--- src/design/pdbh_pkg.sv ---
// Shared types, widths and codes for the presence detector.
package pdbh_pkg;

  localparam int SAMPLE_BITS       = 18;
  localparam int FRAC_BITS         = 12;
  localparam int MAX_CALIB_SAMPLES = 4095;

  localparam int CNT_W   = $clog2(MAX_CALIB_SAMPLES + 1);
  localparam int SUM_W   = SAMPLE_BITS + CNT_W;
  localparam int BASE_W  = SAMPLE_BITS + FRAC_BITS;
  localparam int DFX_W   = BASE_W + 1;
  localparam int DELTA_W = SAMPLE_BITS + 1;
  localparam int DIVD_W  = SUM_W + FRAC_BITS;
  localparam int STEP_W  = $clog2(DIVD_W);
  localparam int TIMER_W = 16;
  localparam int DWELL_W = 32;
  localparam int THR_W   = 18;
  localparam int SHIFT_W = 5;
  localparam int EVENT_W = 2;

  localparam int FIFO_DEPTH = 2;
  localparam int PTR_W      = $clog2(FIFO_DEPTH);
  localparam int FCNT_W     = $clog2(FIFO_DEPTH + 1);

  localparam int ADDR_W = 4;
  localparam int DATA_W = 32;

  localparam logic [THR_W-1:0]   ENTER_RESET = THR_W'(8000);
  localparam logic [THR_W-1:0]   EXIT_RESET  = THR_W'(4000);
  localparam logic [TIMER_W-1:0] CALIB_RESET = TIMER_W'(2000);
  localparam logic [SHIFT_W-1:0] ALPHA_RESET = SHIFT_W'(9);

  typedef enum logic {
    OP_SAMPLE = 1'b0,
    OP_TICK   = 1'b1
  } op_t;

  typedef enum logic [EVENT_W-1:0] {
    EV_NONE  = 2'd0,
    EV_ENTER = 2'd1,
    EV_LEAVE = 2'd2,
    EV_CALIB = 2'd3
  } event_t;

  typedef enum logic [1:0] {
    REG_ENTER = 2'd0,
    REG_EXIT  = 2'd1,
    REG_CALIB = 2'd2,
    REG_ALPHA = 2'd3
  } reg_idx_t;

  typedef enum logic [1:0] {
    S_IDLE,
    S_DIV,
    S_UPD
  } back_state_t;

  typedef struct packed {
    op_t                    op;
    logic [SAMPLE_BITS-1:0] sample;
  } item_t;

  typedef struct packed {
    logic [THR_W-1:0]   enter_delta;
    logic [THR_W-1:0]   exit_delta;
    logic [TIMER_W-1:0] calib_ticks;
    logic [SHIFT_W-1:0] alpha_shift;
  } cfg_t;

  typedef struct packed {
    logic busy;
    logic done;
  } div_status_t;

endpackage

--- src/design/pdbh_front.sv ---
// Input stage: takes items, tags them as sample or tick, hands them to the queue.
module pdbh_front (
  input  logic                             clk,
  input  logic                             rst,
  input  logic                             item_valid,
  output logic                             item_stall,
  input  logic                             cmd,
  input  logic [pdbh_pkg::SAMPLE_BITS-1:0] ir_sample,
  input  logic                             fifo_full,
  output logic                             push,
  output pdbh_pkg::item_t                  push_item
);

  logic            valid_q;
  pdbh_pkg::item_t item_q;

  assign item_stall = valid_q && fifo_full;
  assign push       = valid_q && !fifo_full;
  assign push_item  = item_q;

  always_ff @(posedge clk) begin
    if (rst) begin
      valid_q <= 1'b0;
    end else if (!item_stall) begin
      valid_q <= item_valid;
    end
  end

  always_ff @(posedge clk) begin
    if (item_valid && !item_stall) begin
      item_q.op     <= cmd ? pdbh_pkg::OP_TICK : pdbh_pkg::OP_SAMPLE;
      item_q.sample <= ir_sample;
    end
  end

endmodule

--- src/design/pdbh_fifo.sv ---
// Short item queue between the input stage and the execution stage.
module pdbh_fifo (
  input  logic            clk,
  input  logic            rst,
  input  logic            push,
  input  pdbh_pkg::item_t push_item,
  input  logic            pop,
  output pdbh_pkg::item_t head,
  output logic            head_valid,
  output logic            full
);

  pdbh_pkg::item_t                   mem [pdbh_pkg::FIFO_DEPTH];
  logic [pdbh_pkg::PTR_W-1:0]        wr_ptr;
  logic [pdbh_pkg::PTR_W-1:0]        rd_ptr;
  logic [pdbh_pkg::FCNT_W-1:0]       count;

  assign head       = mem[rd_ptr];
  assign head_valid = (count != '0);
  assign full       = (count == pdbh_pkg::FCNT_W'(pdbh_pkg::FIFO_DEPTH));

  always_ff @(posedge clk) begin
    if (rst) begin
      wr_ptr <= '0;
      rd_ptr <= '0;
      count  <= '0;
    end else begin
      if (push) begin
        wr_ptr <= wr_ptr + pdbh_pkg::PTR_W'(1);
      end
      if (pop) begin
        rd_ptr <= rd_ptr + pdbh_pkg::PTR_W'(1);
      end
      if (push && !pop) begin
        count <= count + pdbh_pkg::FCNT_W'(1);
      end else if (pop && !push) begin
        count <= count - pdbh_pkg::FCNT_W'(1);
      end
    end
  end

  always_ff @(posedge clk) begin
    if (push) begin
      mem[wr_ptr] <= push_item;
    end
  end

endmodule

--- src/design/pdbh_div.sv ---
// Radix-2 restoring divider for the calibration average, one quotient bit a cycle.
module pdbh_div (
  input  logic                        clk,
  input  logic                        rst,
  input  logic                        start,
  input  logic [pdbh_pkg::DIVD_W-1:0] dividend,
  input  logic [pdbh_pkg::CNT_W-1:0]  divisor,
  output pdbh_pkg::div_status_t       status,
  output logic [pdbh_pkg::DIVD_W-1:0] quotient
);

  logic                        busy;
  logic                        done;
  logic [pdbh_pkg::STEP_W-1:0] step;
  logic [pdbh_pkg::CNT_W-1:0]  rem;
  logic [pdbh_pkg::CNT_W-1:0]  dvs;
  logic [pdbh_pkg::DIVD_W-1:0] quo;
  logic [pdbh_pkg::CNT_W:0]    trial;
  logic [pdbh_pkg::CNT_W:0]    diff;
  logic                        ge;

  // shift the next dividend bit into the partial remainder
  assign trial = {rem, quo[pdbh_pkg::DIVD_W-1]};
  assign ge    = (trial >= {1'b0, dvs});
  assign diff  = trial - {1'b0, dvs};

  assign status.busy = busy;
  assign status.done = done;
  assign quotient    = quo;

  always_ff @(posedge clk) begin
    if (rst) begin
      busy <= 1'b0;
      done <= 1'b0;
      step <= '0;
    end else begin
      done <= 1'b0;
      if (start) begin
        busy <= 1'b1;
        step <= '0;
      end else if (busy) begin
        step <= step + pdbh_pkg::STEP_W'(1);
        if (step == pdbh_pkg::STEP_W'(pdbh_pkg::DIVD_W - 1)) begin
          busy <= 1'b0;
          done <= 1'b1;
        end
      end
    end
  end

  always_ff @(posedge clk) begin
    if (start) begin
      rem <= '0;
      dvs <= divisor;
      quo <= dividend;
    end else if (busy) begin
      rem <= ge ? diff[pdbh_pkg::CNT_W-1:0] : trial[pdbh_pkg::CNT_W-1:0];
      quo <= {quo[pdbh_pkg::DIVD_W-2:0], ge};
    end
  end

endmodule

--- src/design/pdbh_back.sv ---
// Execution stage: calibration, thresholds, baseline tracking and the result register.
module pdbh_back (
  input  logic                                clk,
  input  logic                                rst,
  input  pdbh_pkg::cfg_t                      cfg,
  input  pdbh_pkg::item_t                     head,
  input  logic                                head_valid,
  output logic                                pop,
  output logic                                result_valid,
  input  logic                                result_stall,
  output logic [pdbh_pkg::EVENT_W-1:0]        event_res,
  output logic                                present,
  output logic signed [pdbh_pkg::DELTA_W-1:0] delta,
  output logic [pdbh_pkg::DWELL_W-1:0]        dwell_ticks,
  output logic [pdbh_pkg::SAMPLE_BITS-1:0]    baseline_level
);

  pdbh_pkg::back_state_t state, state_next;

  // architectural state
  logic                              calibrating;
  logic [pdbh_pkg::SUM_W-1:0]        calib_sum;
  logic [pdbh_pkg::CNT_W-1:0]        calib_count;
  logic [pdbh_pkg::TIMER_W-1:0]      calib_timer;
  logic [pdbh_pkg::BASE_W-1:0]       baseline_fx;
  logic                              object_here;
  logic [pdbh_pkg::DWELL_W-1:0]      dwell_counter;

  // evaluated item
  pdbh_pkg::op_t                     ex_op;
  logic [pdbh_pkg::SAMPLE_BITS-1:0]  ex_sample;
  logic signed [pdbh_pkg::DFX_W-1:0] ex_dfx;
  logic                              ex_enter;
  logic                              ex_leave;
  logic [pdbh_pkg::TIMER_W-1:0]      ex_timer;
  logic                              ex_done;

  // front-of-queue evaluation
  logic signed [pdbh_pkg::DFX_W-1:0] dfx;
  logic signed [pdbh_pkg::DFX_W-1:0] enter_fx;
  logic signed [pdbh_pkg::DFX_W-1:0] exit_fx;
  logic [pdbh_pkg::TIMER_W-1:0]      tick_timer;
  logic                              tick_done;
  logic                              enter_hit;
  logic                              leave_hit;

  // update values
  logic                              calibrating_next;
  logic [pdbh_pkg::SUM_W-1:0]        calib_sum_next;
  logic [pdbh_pkg::CNT_W-1:0]        calib_count_next;
  logic [pdbh_pkg::TIMER_W-1:0]      calib_timer_next;
  logic [pdbh_pkg::BASE_W-1:0]       baseline_next;
  logic                              object_here_next;
  logic [pdbh_pkg::DWELL_W-1:0]      dwell_next;
  pdbh_pkg::event_t                  ev;
  logic [pdbh_pkg::DELTA_W-1:0]      delta_v;
  logic [pdbh_pkg::DWELL_W-1:0]      dwell_v;
  logic signed [pdbh_pkg::DFX_W-1:0] trk_step;
  logic signed [pdbh_pkg::DFX_W:0]   trk_sum;

  logic                              out_free;
  logic                              out_load;
  logic                              div_start;
  pdbh_pkg::div_status_t             div_st;
  logic [pdbh_pkg::DIVD_W-1:0]       div_quo;

  pdbh_div u_div (
    .clk      (clk),
    .rst      (rst),
    .start    (div_start),
    .dividend ({calib_sum, {pdbh_pkg::FRAC_BITS{1'b0}}}),
    .divisor  (calib_count),
    .status   (div_st),
    .quotient (div_quo)
  );

  assign out_free = !result_valid || !result_stall;

  always_comb begin
    dfx = $signed({1'b0, head.sample, {pdbh_pkg::FRAC_BITS{1'b0}}})
        - $signed({1'b0, baseline_fx});
    enter_fx = pdbh_pkg::DFX_W'({cfg.enter_delta, {pdbh_pkg::FRAC_BITS{1'b0}}});
    exit_fx  = pdbh_pkg::DFX_W'({cfg.exit_delta, {pdbh_pkg::FRAC_BITS{1'b0}}});
    tick_timer = (calib_timer == '1) ? calib_timer
                                     : calib_timer + pdbh_pkg::TIMER_W'(1);
    tick_done  = (tick_timer >= cfg.calib_ticks);
    enter_hit  = !object_here && (dfx > enter_fx);
    leave_hit  = object_here && (dfx < exit_fx);
  end

  always_ff @(posedge clk) begin
    if (rst) begin
      state <= pdbh_pkg::S_IDLE;
    end else begin
      state <= state_next;
    end
  end

  always_comb begin
    state_next = state;
    pop        = 1'b0;
    div_start  = 1'b0;
    out_load   = 1'b0;
    unique case (state)
      pdbh_pkg::S_IDLE: begin
        if (head_valid) begin
          pop = 1'b1;
          if (head.op == pdbh_pkg::OP_TICK && calibrating && tick_done &&
              calib_count != '0) begin
            div_start  = 1'b1;
            state_next = pdbh_pkg::S_DIV;
          end else begin
            state_next = pdbh_pkg::S_UPD;
          end
        end
      end
      pdbh_pkg::S_DIV: begin
        if (div_st.done) begin
          state_next = pdbh_pkg::S_UPD;
        end
      end
      pdbh_pkg::S_UPD: begin
        if (out_free) begin
          out_load   = 1'b1;
          state_next = pdbh_pkg::S_IDLE;
        end
      end
      default: begin
        state_next = pdbh_pkg::S_IDLE;
      end
    endcase
  end

  always_ff @(posedge clk) begin
    if (pop) begin
      ex_op     <= head.op;
      ex_sample <= head.sample;
      ex_dfx    <= dfx;
      ex_enter  <= enter_hit;
      ex_leave  <= leave_hit;
      ex_timer  <= tick_timer;
      ex_done   <= tick_done;
    end
  end

  // floor shift; the sum never goes below the sample, clamp kept for safety
  assign trk_step = ex_dfx >>> cfg.alpha_shift;
  assign trk_sum  = $signed({2'b00, baseline_fx}) + {trk_step[pdbh_pkg::DFX_W-1], trk_step};

  always_comb begin
    calibrating_next = calibrating;
    calib_sum_next   = calib_sum;
    calib_count_next = calib_count;
    calib_timer_next = calib_timer;
    baseline_next    = baseline_fx;
    object_here_next = object_here;
    dwell_next       = dwell_counter;
    ev               = pdbh_pkg::EV_NONE;
    delta_v          = '0;
    dwell_v          = '0;
    if (ex_op == pdbh_pkg::OP_TICK) begin
      if (calibrating) begin
        calib_timer_next = ex_timer;
        if (ex_done) begin
          baseline_next    = (calib_count != '0) ? div_quo[pdbh_pkg::BASE_W-1:0] : '0;
          calibrating_next = 1'b0;
          ev               = pdbh_pkg::EV_CALIB;
        end
      end else if (object_here && dwell_counter != '1) begin
        dwell_next = dwell_counter + pdbh_pkg::DWELL_W'(1);
      end
    end else if (calibrating) begin
      if (calib_count < pdbh_pkg::CNT_W'(pdbh_pkg::MAX_CALIB_SAMPLES)) begin
        calib_sum_next   = calib_sum + pdbh_pkg::SUM_W'(ex_sample);
        calib_count_next = calib_count + pdbh_pkg::CNT_W'(1);
      end
    end else begin
      delta_v = ex_dfx[pdbh_pkg::DFX_W-1:pdbh_pkg::FRAC_BITS];
      if (ex_enter) begin
        object_here_next = 1'b1;
        dwell_next       = '0;
        ev               = pdbh_pkg::EV_ENTER;
      end else if (ex_leave) begin
        object_here_next = 1'b0;
        dwell_v          = dwell_counter;
        ev               = pdbh_pkg::EV_LEAVE;
      end
      if (!object_here_next) begin
        baseline_next = trk_sum[pdbh_pkg::DFX_W] ? '0 : trk_sum[pdbh_pkg::BASE_W-1:0];
      end
    end
  end

  always_ff @(posedge clk) begin
    if (rst) begin
      calibrating   <= 1'b1;
      calib_sum     <= '0;
      calib_count   <= '0;
      calib_timer   <= '0;
      baseline_fx   <= '0;
      object_here   <= 1'b0;
      dwell_counter <= '0;
      result_valid  <= 1'b0;
    end else begin
      if (out_load) begin
        calibrating   <= calibrating_next;
        calib_sum     <= calib_sum_next;
        calib_count   <= calib_count_next;
        calib_timer   <= calib_timer_next;
        baseline_fx   <= baseline_next;
        object_here   <= object_here_next;
        dwell_counter <= dwell_next;
        result_valid  <= 1'b1;
      end else if (!result_stall) begin
        result_valid <= 1'b0;
      end
    end
  end

  always_ff @(posedge clk) begin
    if (out_load) begin
      event_res      <= ev;
      present        <= object_here_next;
      delta          <= $signed(delta_v);
      dwell_ticks    <= dwell_v;
      baseline_level <= baseline_next[pdbh_pkg::BASE_W-1:pdbh_pkg::FRAC_BITS];
    end
  end

  a_div_only_calib: assert property (@(posedge clk) disable iff (rst)
    div_start |-> calibrating && calib_count != '0)
    else $error("divider started outside calibration or with no samples");

  a_leave_clears: assert property (@(posedge clk) disable iff (rst)
    result_valid && event_res == pdbh_pkg::EV_LEAVE |-> !present)
    else $error("leave event with presence still set");

  a_calib_once: assert property (@(posedge clk) disable iff (rst)
    !calibrating |=> !calibrating)
    else $error("calibration restarted without reset");

  a_div_wait: assert property (@(posedge clk) disable iff (rst)
    state == pdbh_pkg::S_DIV |-> div_st.busy || div_st.done)
    else $error("waiting on a divider that is not running");

endmodule

--- src/design/presence_detect_baseline_hysteresis.sv ---
// Top level of the presence detector: register port and the three stages.
//
//  channel  | handshake                 | payload
//  ---------+---------------------------+----------------------------------------------
//  item     | item_valid / item_stall   | cmd, ir_sample
//  result   | result_valid/result_stall | event_res, present, delta, dwell_ticks,
//           |                           | baseline_level
//  register | psel, penable, pwrite     | paddr, pwdata, prdata (pready tied high)
//
// Flow: the input stage registers the item and pushes it into the queue; the execution
//   stage evaluates it at the queue head, then updates state and loads the result
//   register, which waits while result_stall holds it. The tick that ends calibration
//   with samples in hand first runs the 42-step restoring divider.
// Reset: synchronous, active high; registers return to 8000/4000/2000/9 and the
//   detector re-enters calibration. No memory to clear.
// Stalls: the 2-entry queue lets the input side keep taking items while the result
//   register waits on result_stall; item_stall rises only when the input stage
//   holds an item and the queue is full.
// Registers: enter_delta 0x0, exit_delta 0x4, calib_ticks 0x8, alpha_shift 0xC.
module presence_detect_baseline_hysteresis (
  input  logic                                clk,
  input  logic                                rst,
  input  logic                                item_valid,
  output logic                                item_stall,
  input  logic                                cmd,
  input  logic [pdbh_pkg::SAMPLE_BITS-1:0]    ir_sample,
  output logic                                result_valid,
  input  logic                                result_stall,
  output logic [pdbh_pkg::EVENT_W-1:0]        event_res,
  output logic                                present,
  output logic signed [pdbh_pkg::DELTA_W-1:0] delta,
  output logic [pdbh_pkg::DWELL_W-1:0]        dwell_ticks,
  output logic [pdbh_pkg::SAMPLE_BITS-1:0]    baseline_level,
  input  logic                                psel,
  input  logic                                penable,
  input  logic                                pwrite,
  input  logic [pdbh_pkg::ADDR_W-1:0]         paddr,
  input  logic [pdbh_pkg::DATA_W-1:0]         pwdata,
  output logic [pdbh_pkg::DATA_W-1:0]         prdata,
  output logic                                pready
);

  pdbh_pkg::cfg_t     cfg;
  pdbh_pkg::reg_idx_t reg_idx;
  logic               reg_wr;

  logic               push;
  pdbh_pkg::item_t    push_item;
  logic               fifo_full;
  logic               pop;
  pdbh_pkg::item_t    head;
  logic               head_valid;

  assign pready  = 1'b1;
  // word address; the low byte bits are ignored
  assign reg_idx = pdbh_pkg::reg_idx_t'(paddr[3:2]);
  assign reg_wr  = psel && penable && pwrite && pready;

  always_ff @(posedge clk) begin
    if (rst) begin
      cfg.enter_delta <= pdbh_pkg::ENTER_RESET;
      cfg.exit_delta  <= pdbh_pkg::EXIT_RESET;
      cfg.calib_ticks <= pdbh_pkg::CALIB_RESET;
      cfg.alpha_shift <= pdbh_pkg::ALPHA_RESET;
    end else if (reg_wr) begin
      unique case (reg_idx)
        pdbh_pkg::REG_ENTER: cfg.enter_delta <= pwdata[pdbh_pkg::THR_W-1:0];
        pdbh_pkg::REG_EXIT:  cfg.exit_delta  <= pwdata[pdbh_pkg::THR_W-1:0];
        pdbh_pkg::REG_CALIB: cfg.calib_ticks <= pwdata[pdbh_pkg::TIMER_W-1:0];
        pdbh_pkg::REG_ALPHA: cfg.alpha_shift <= pwdata[pdbh_pkg::SHIFT_W-1:0];
        default: ;
      endcase
    end
  end

  always_comb begin
    prdata = '0;
    unique case (reg_idx)
      pdbh_pkg::REG_ENTER: prdata = pdbh_pkg::DATA_W'(cfg.enter_delta);
      pdbh_pkg::REG_EXIT:  prdata = pdbh_pkg::DATA_W'(cfg.exit_delta);
      pdbh_pkg::REG_CALIB: prdata = pdbh_pkg::DATA_W'(cfg.calib_ticks);
      pdbh_pkg::REG_ALPHA: prdata = pdbh_pkg::DATA_W'(cfg.alpha_shift);
      default:             prdata = '0;
    endcase
  end

  pdbh_front u_front (
    .clk        (clk),
    .rst        (rst),
    .item_valid (item_valid),
    .item_stall (item_stall),
    .cmd        (cmd),
    .ir_sample  (ir_sample),
    .fifo_full  (fifo_full),
    .push       (push),
    .push_item  (push_item)
  );

  pdbh_fifo u_fifo (
    .clk        (clk),
    .rst        (rst),
    .push       (push),
    .push_item  (push_item),
    .pop        (pop),
    .head       (head),
    .head_valid (head_valid),
    .full       (fifo_full)
  );

  pdbh_back u_back (
    .clk            (clk),
    .rst            (rst),
    .cfg            (cfg),
    .head           (head),
    .head_valid     (head_valid),
    .pop            (pop),
    .result_valid   (result_valid),
    .result_stall   (result_stall),
    .event_res      (event_res),
    .present        (present),
    .delta          (delta),
    .dwell_ticks    (dwell_ticks),
    .baseline_level (baseline_level)
  );

endmodule
--- config.mk ---
export PLATFORM = sky130hd
export DESIGN_NAME = presence_detect_baseline_hysteresis
export DESIGN_NICKNAME = d
export VERILOG_FILES = /design/src/design/pdbh_pkg.sv /design/src/design/pdbh_front.sv /design/src/design/pdbh_fifo.sv /design/src/design/pdbh_div.sv /design/src/design/pdbh_back.sv /design/src/design/presence_detect_baseline_hysteresis.sv
export SDC_FILE = /design/constraint.sdc
export NUM_CORES = 1
export LEC_CHECK = 0
export ABC_AREA = 1
export BUFFER_PORTS_ARGS = -buffer_cell sky130_fd_sc_hd__buf_2
export CORE_ASPECT_RATIO = 1.75
export CORE_MARGIN = 2
export CORE_UTILIZATION = 40
export CTS_CLUSTER_SIZE = 28
export DETAILED_ROUTE_END_ITERATION = 8
export HOLD_SLACK_MARGIN = 0.08
export SLEW_MARGIN = 20
export SYNTH_ARGS = -nofsm -noshare
export SYNTH_HDL_FRONTEND = slang
export SYNTH_SLANG_ARGS = --single-unit
export TNS_END_PERCENT = 50
--- constraint.sdc ---
create_clock -name clk -period 5.69 [get_ports clk]
set_input_delay 0.569 -clock clk [delete_from_list [all_inputs] [get_ports clk]]
set_output_delay 0.569 -clock clk [all_outputs]
set_load 0.01 [all_outputs]
==> results_dict.tcl <==
set metrics [dict create \
    antenna_found_initial 0 \
    setup_slack_ns 1.10 \
    overflow 0 \
    postCtsResizedCells 0 \
    setup_viol 0 \
    synth-compound-area-share_pct 14.2 \
    status "completed" \
    rsz0062_at_grt "false" \
    p_switching_uw 7260 \
    slew_headroom_pct 26.6 \
    hold_viol 0 \
    synth_warnings 0 \
    path_buf_inv 5 \
    clockBufferDepth 3 \
    wl_met3_mm 3.12 \
    highest_layer "met4" \
    clk_pin_slew_ns 0.07 \
    die_h_um 346 \
    cp_max_fo 20 \
    drive_above_1_share_pct 8.64 \
    drtIter0Drc 1237 \
    synthTopCellsByArea "edfxtp_1 27%, dfxtp_1 17%, nand2_1 12%" \
    synth_edf_count 240 \
    muxShareOfSynthArea_pct 0.338 \
    fp.dieW_um 199 \
    synth_top_family_by_area "simple AND/OR/NAND/NOR gates" \
    synth_cell_types 59 \
    ant_nets 0 \
    synthAdderAreaFrac_pct 6.75 \
    core_area_um2 66200 \
    p_leak_uw 0.0131 \
    slew_viol_final 0 \
    cts_hold_buffers 0 \
    post-cts-setup-buffer-count 0 \
    synthSimpleGateAreaFrac_pct 23.6 \
    synth_area_um2 26700 \
    drt_wl_total_mm 78.2 \
    cp_common_cell "nand2_1" \
    cts_buffers 45 \
    nNetsFinal 3778 \
    cp_top_family "simple AND/OR/NAND/NOR gates" \
    htreeDepth 2 \
    fp-row-count 125 \
    yosysSeqAreaShare_pct 43.6 \
    synth_cells 3480 \
    wl_met2_mm 40.1 \
    syn_area_per_cell_um2 7.66 \
    grt_pass1_vias 22600 \
    p_comb_share_pct 48.6 \
    wl_met1_mm 29.7 \
    finalWeightedCongestion 0.948 \
    clock_skew_ns 0.0268 \
    dp_hpwl_mm 59.9 \
    setup_tns_ns 0 \
    antennaDiodeCount 0 \
    grt_pass1_wl_mm 121 \
    vias_per_cell 5.15 \
    synthTopCellsByCount "886 x nand2_1, 457 x inv_1, 282 x a21oi_1, 270 x nor2_1, 268 x o21ai_0" \
    synthXorXnorAreaFrac_pct 2.40 \
    yosys.area.top_type_share_pct 27.0 \
    slowest_stage "ha_1" \
    vias 23200 \
    cp_data_arrival_time_ns 4.95 \
    grt_util_all_layers_pct 22.6 \
    dp_cells 4415 \
    post-route-min-period_ns 4.59 \
    async_flop_share_pct 0 \
    wire_per_inst_um 17.4 \
    nFillCells 6711 \
    final_cell_area_um2 29700 \
    cts_tree "yes" \
    io-pin-count 169 \
    initial_core_util_pct 40.3 \
    p_per_area_nw_per_um2 546 \
    ys_ff_latch 460 \
    yosysMostFrequentCell "nand2_1" \
    dp_slack_ns 1.10 \
    swShare_pct 44.8 \
    die_area_um2 68800 \
    cts_sinks 460 \
    fmax_mhz 218 \
    root_buffer "clkbuf_16" \
    pwr-share-seq_pct 31.7 \
    fin_crit_sh_pct 80.7 \
    grt_max_degree 81 \
    drtPass1Iterations 6 \
    slowest_delay_ns 0.44 \
    internal-power_uw 8950 \
    synth_top_cell_by_area "edfxtp_1" \
    cp.required_ns 6.05 \
    drc_errors 0 \
    max-cap-violations 0 \
    clkPwrFrac_pct 19.7 \
    worstSetupEndpointType "register" \
    hold_path_class "in -> reg" \
    clkLatencyLatePin_ns 0.61 \
    syn_to_final_growth_pct 11.4 \
    place_area_um2 28100 \
    synthFlopType "edfxtp_1" \
    tightest_slew_ns 1.10 \
    start_kind "register" \
    final_cells 4499 \
    vdd_ir_drop_max_uv 281 \
    port-buffer-count 137 \
    setup.worst_path.class "reg -> reg" \
]
-- placed cells by master, fill, tap and decap left out, types with 6 or more instances in the layout --
cell type / netlist / final
clkinv_2: 0 / 7
mux2i_1: 9 / 9
nand2_1: 886 / 886
nand4_1: 52 / 52
xor2_1: 53 / 53
clkbuf_1: 80 / 11
conb_1: 2 / 15
or2_2: 6 / 6
edfxtp_1: 240 / 240
nand3b_1: 10 / 10
clkinv_1: 5 / 9
a21oi_2: 11 / 11
nor3_2: 6 / 6
clkbuf_16: 0 / 49
xnor2_1: 20 / 20
o21ai_1: 7 / 7
o221ai_1: 12 / 12
inv_1: 457 / 455
nor2_2: 9 / 9
nor3_1: 43 / 43
inv_2: 15 / 15
buf_4: 20 / 33
nand2_2: 7 / 7
a21oi_1: 282 / 282
ha_1: 139 / 139
a31oi_1: 24 / 24
nand3_1: 162 / 162
o21ai_0: 268 / 268
nor2_1: 270 / 269
buf_2: 29 / 137
nor4_1: 19 / 19
dfxtp_1: 220 / 220
o211ai_1: 51 / 51
-- flip-flops by register name, indices dropped and copies added, names as in the netlist, 6 cells and up, named ones only --
signal,cells
cfg,57
u_back.u_div.quotient,42
u_fifo.mem,38
u_back.dwell_counter,32
u_back.dwell_ticks,32
u_back.ex_dfx,31
u_back.baseline_fx,30
u_back.calib_sum,30
u_back.delta,19
u_front.push_item,19
u_back.baseline_level,18
u_back.ex_sample,18
u_back.calib_timer,16
u_back.ex_timer,16
u_back.calib_count,12
u_back.u_div.dvs,12
u_back.u_div.rem,12
u_back.u_div.step,6
-- kinds of logic after synthesis --
group,count (synthesis)
AOI/OAI and AO/OA,688
xor gates and xnor gates,73
adders and majority gates,142
buffers and inverters,614
DFF,460
muxes,9
other,2
and+or+nand+nor,1492
-- worst paths after layout --
path,start,end,slack [ns],cells after the start
worst max-delay path,register,u_back.ex_enter,1.10,25
worst min-delay path,ir_sample[14],u_front.push_item[14],0.15,1
worst max register to register,register,u_back.ex_enter,1.10,25
worst min register to register,u_front.push_item[1],u_fifo.mem[0][1],0.44,0
-- final cells by class --
type                    count  area, um2  share of cell area (%)
clock inverters            20        256                   0.863
multi-input cells        2419      12700                    42.7
well taps                 889       1110                    3.74
repair buffers            171        945                    3.18
inverters                 477       1790                    6.04
flip-flops and latches    460      11600                    39.1
clock buffers              63       1310                    4.41
-- power groups by stage --
stage | Sequential (uW) | Combinational [uW] | Clock [uW]
finish | 5130 | 7880 | 3200
global route | 5210 | 8820 | 3380
CTS | 5130 | 7860 | 3270
detailed placement | 5190 | 7800 | 0
global placement | 5190 | 7730 | 0
floorplan | 5060 | 5250 | 0
-- routing by layer --
layer	up-vias	global-route usage, %
met1	10600	24.2
met5	-	0
met4	0	14.1
met3	210	2.63
met2	612	41.4
li1	11700	-
-- metrics by stage --
stage	utilization, %	total power, uW	hold slack, ns
after global routing	44.9	17400	0.126
final	44.9	16200	0.150
after detailed placement	42.5	13000	0.433
after global placement	42.5	12900	0.424
after CTS	44.9	16300	0.112
after floorplan	-	10300	0.408
Note: power is estimated with default switching activity, not from simulation.
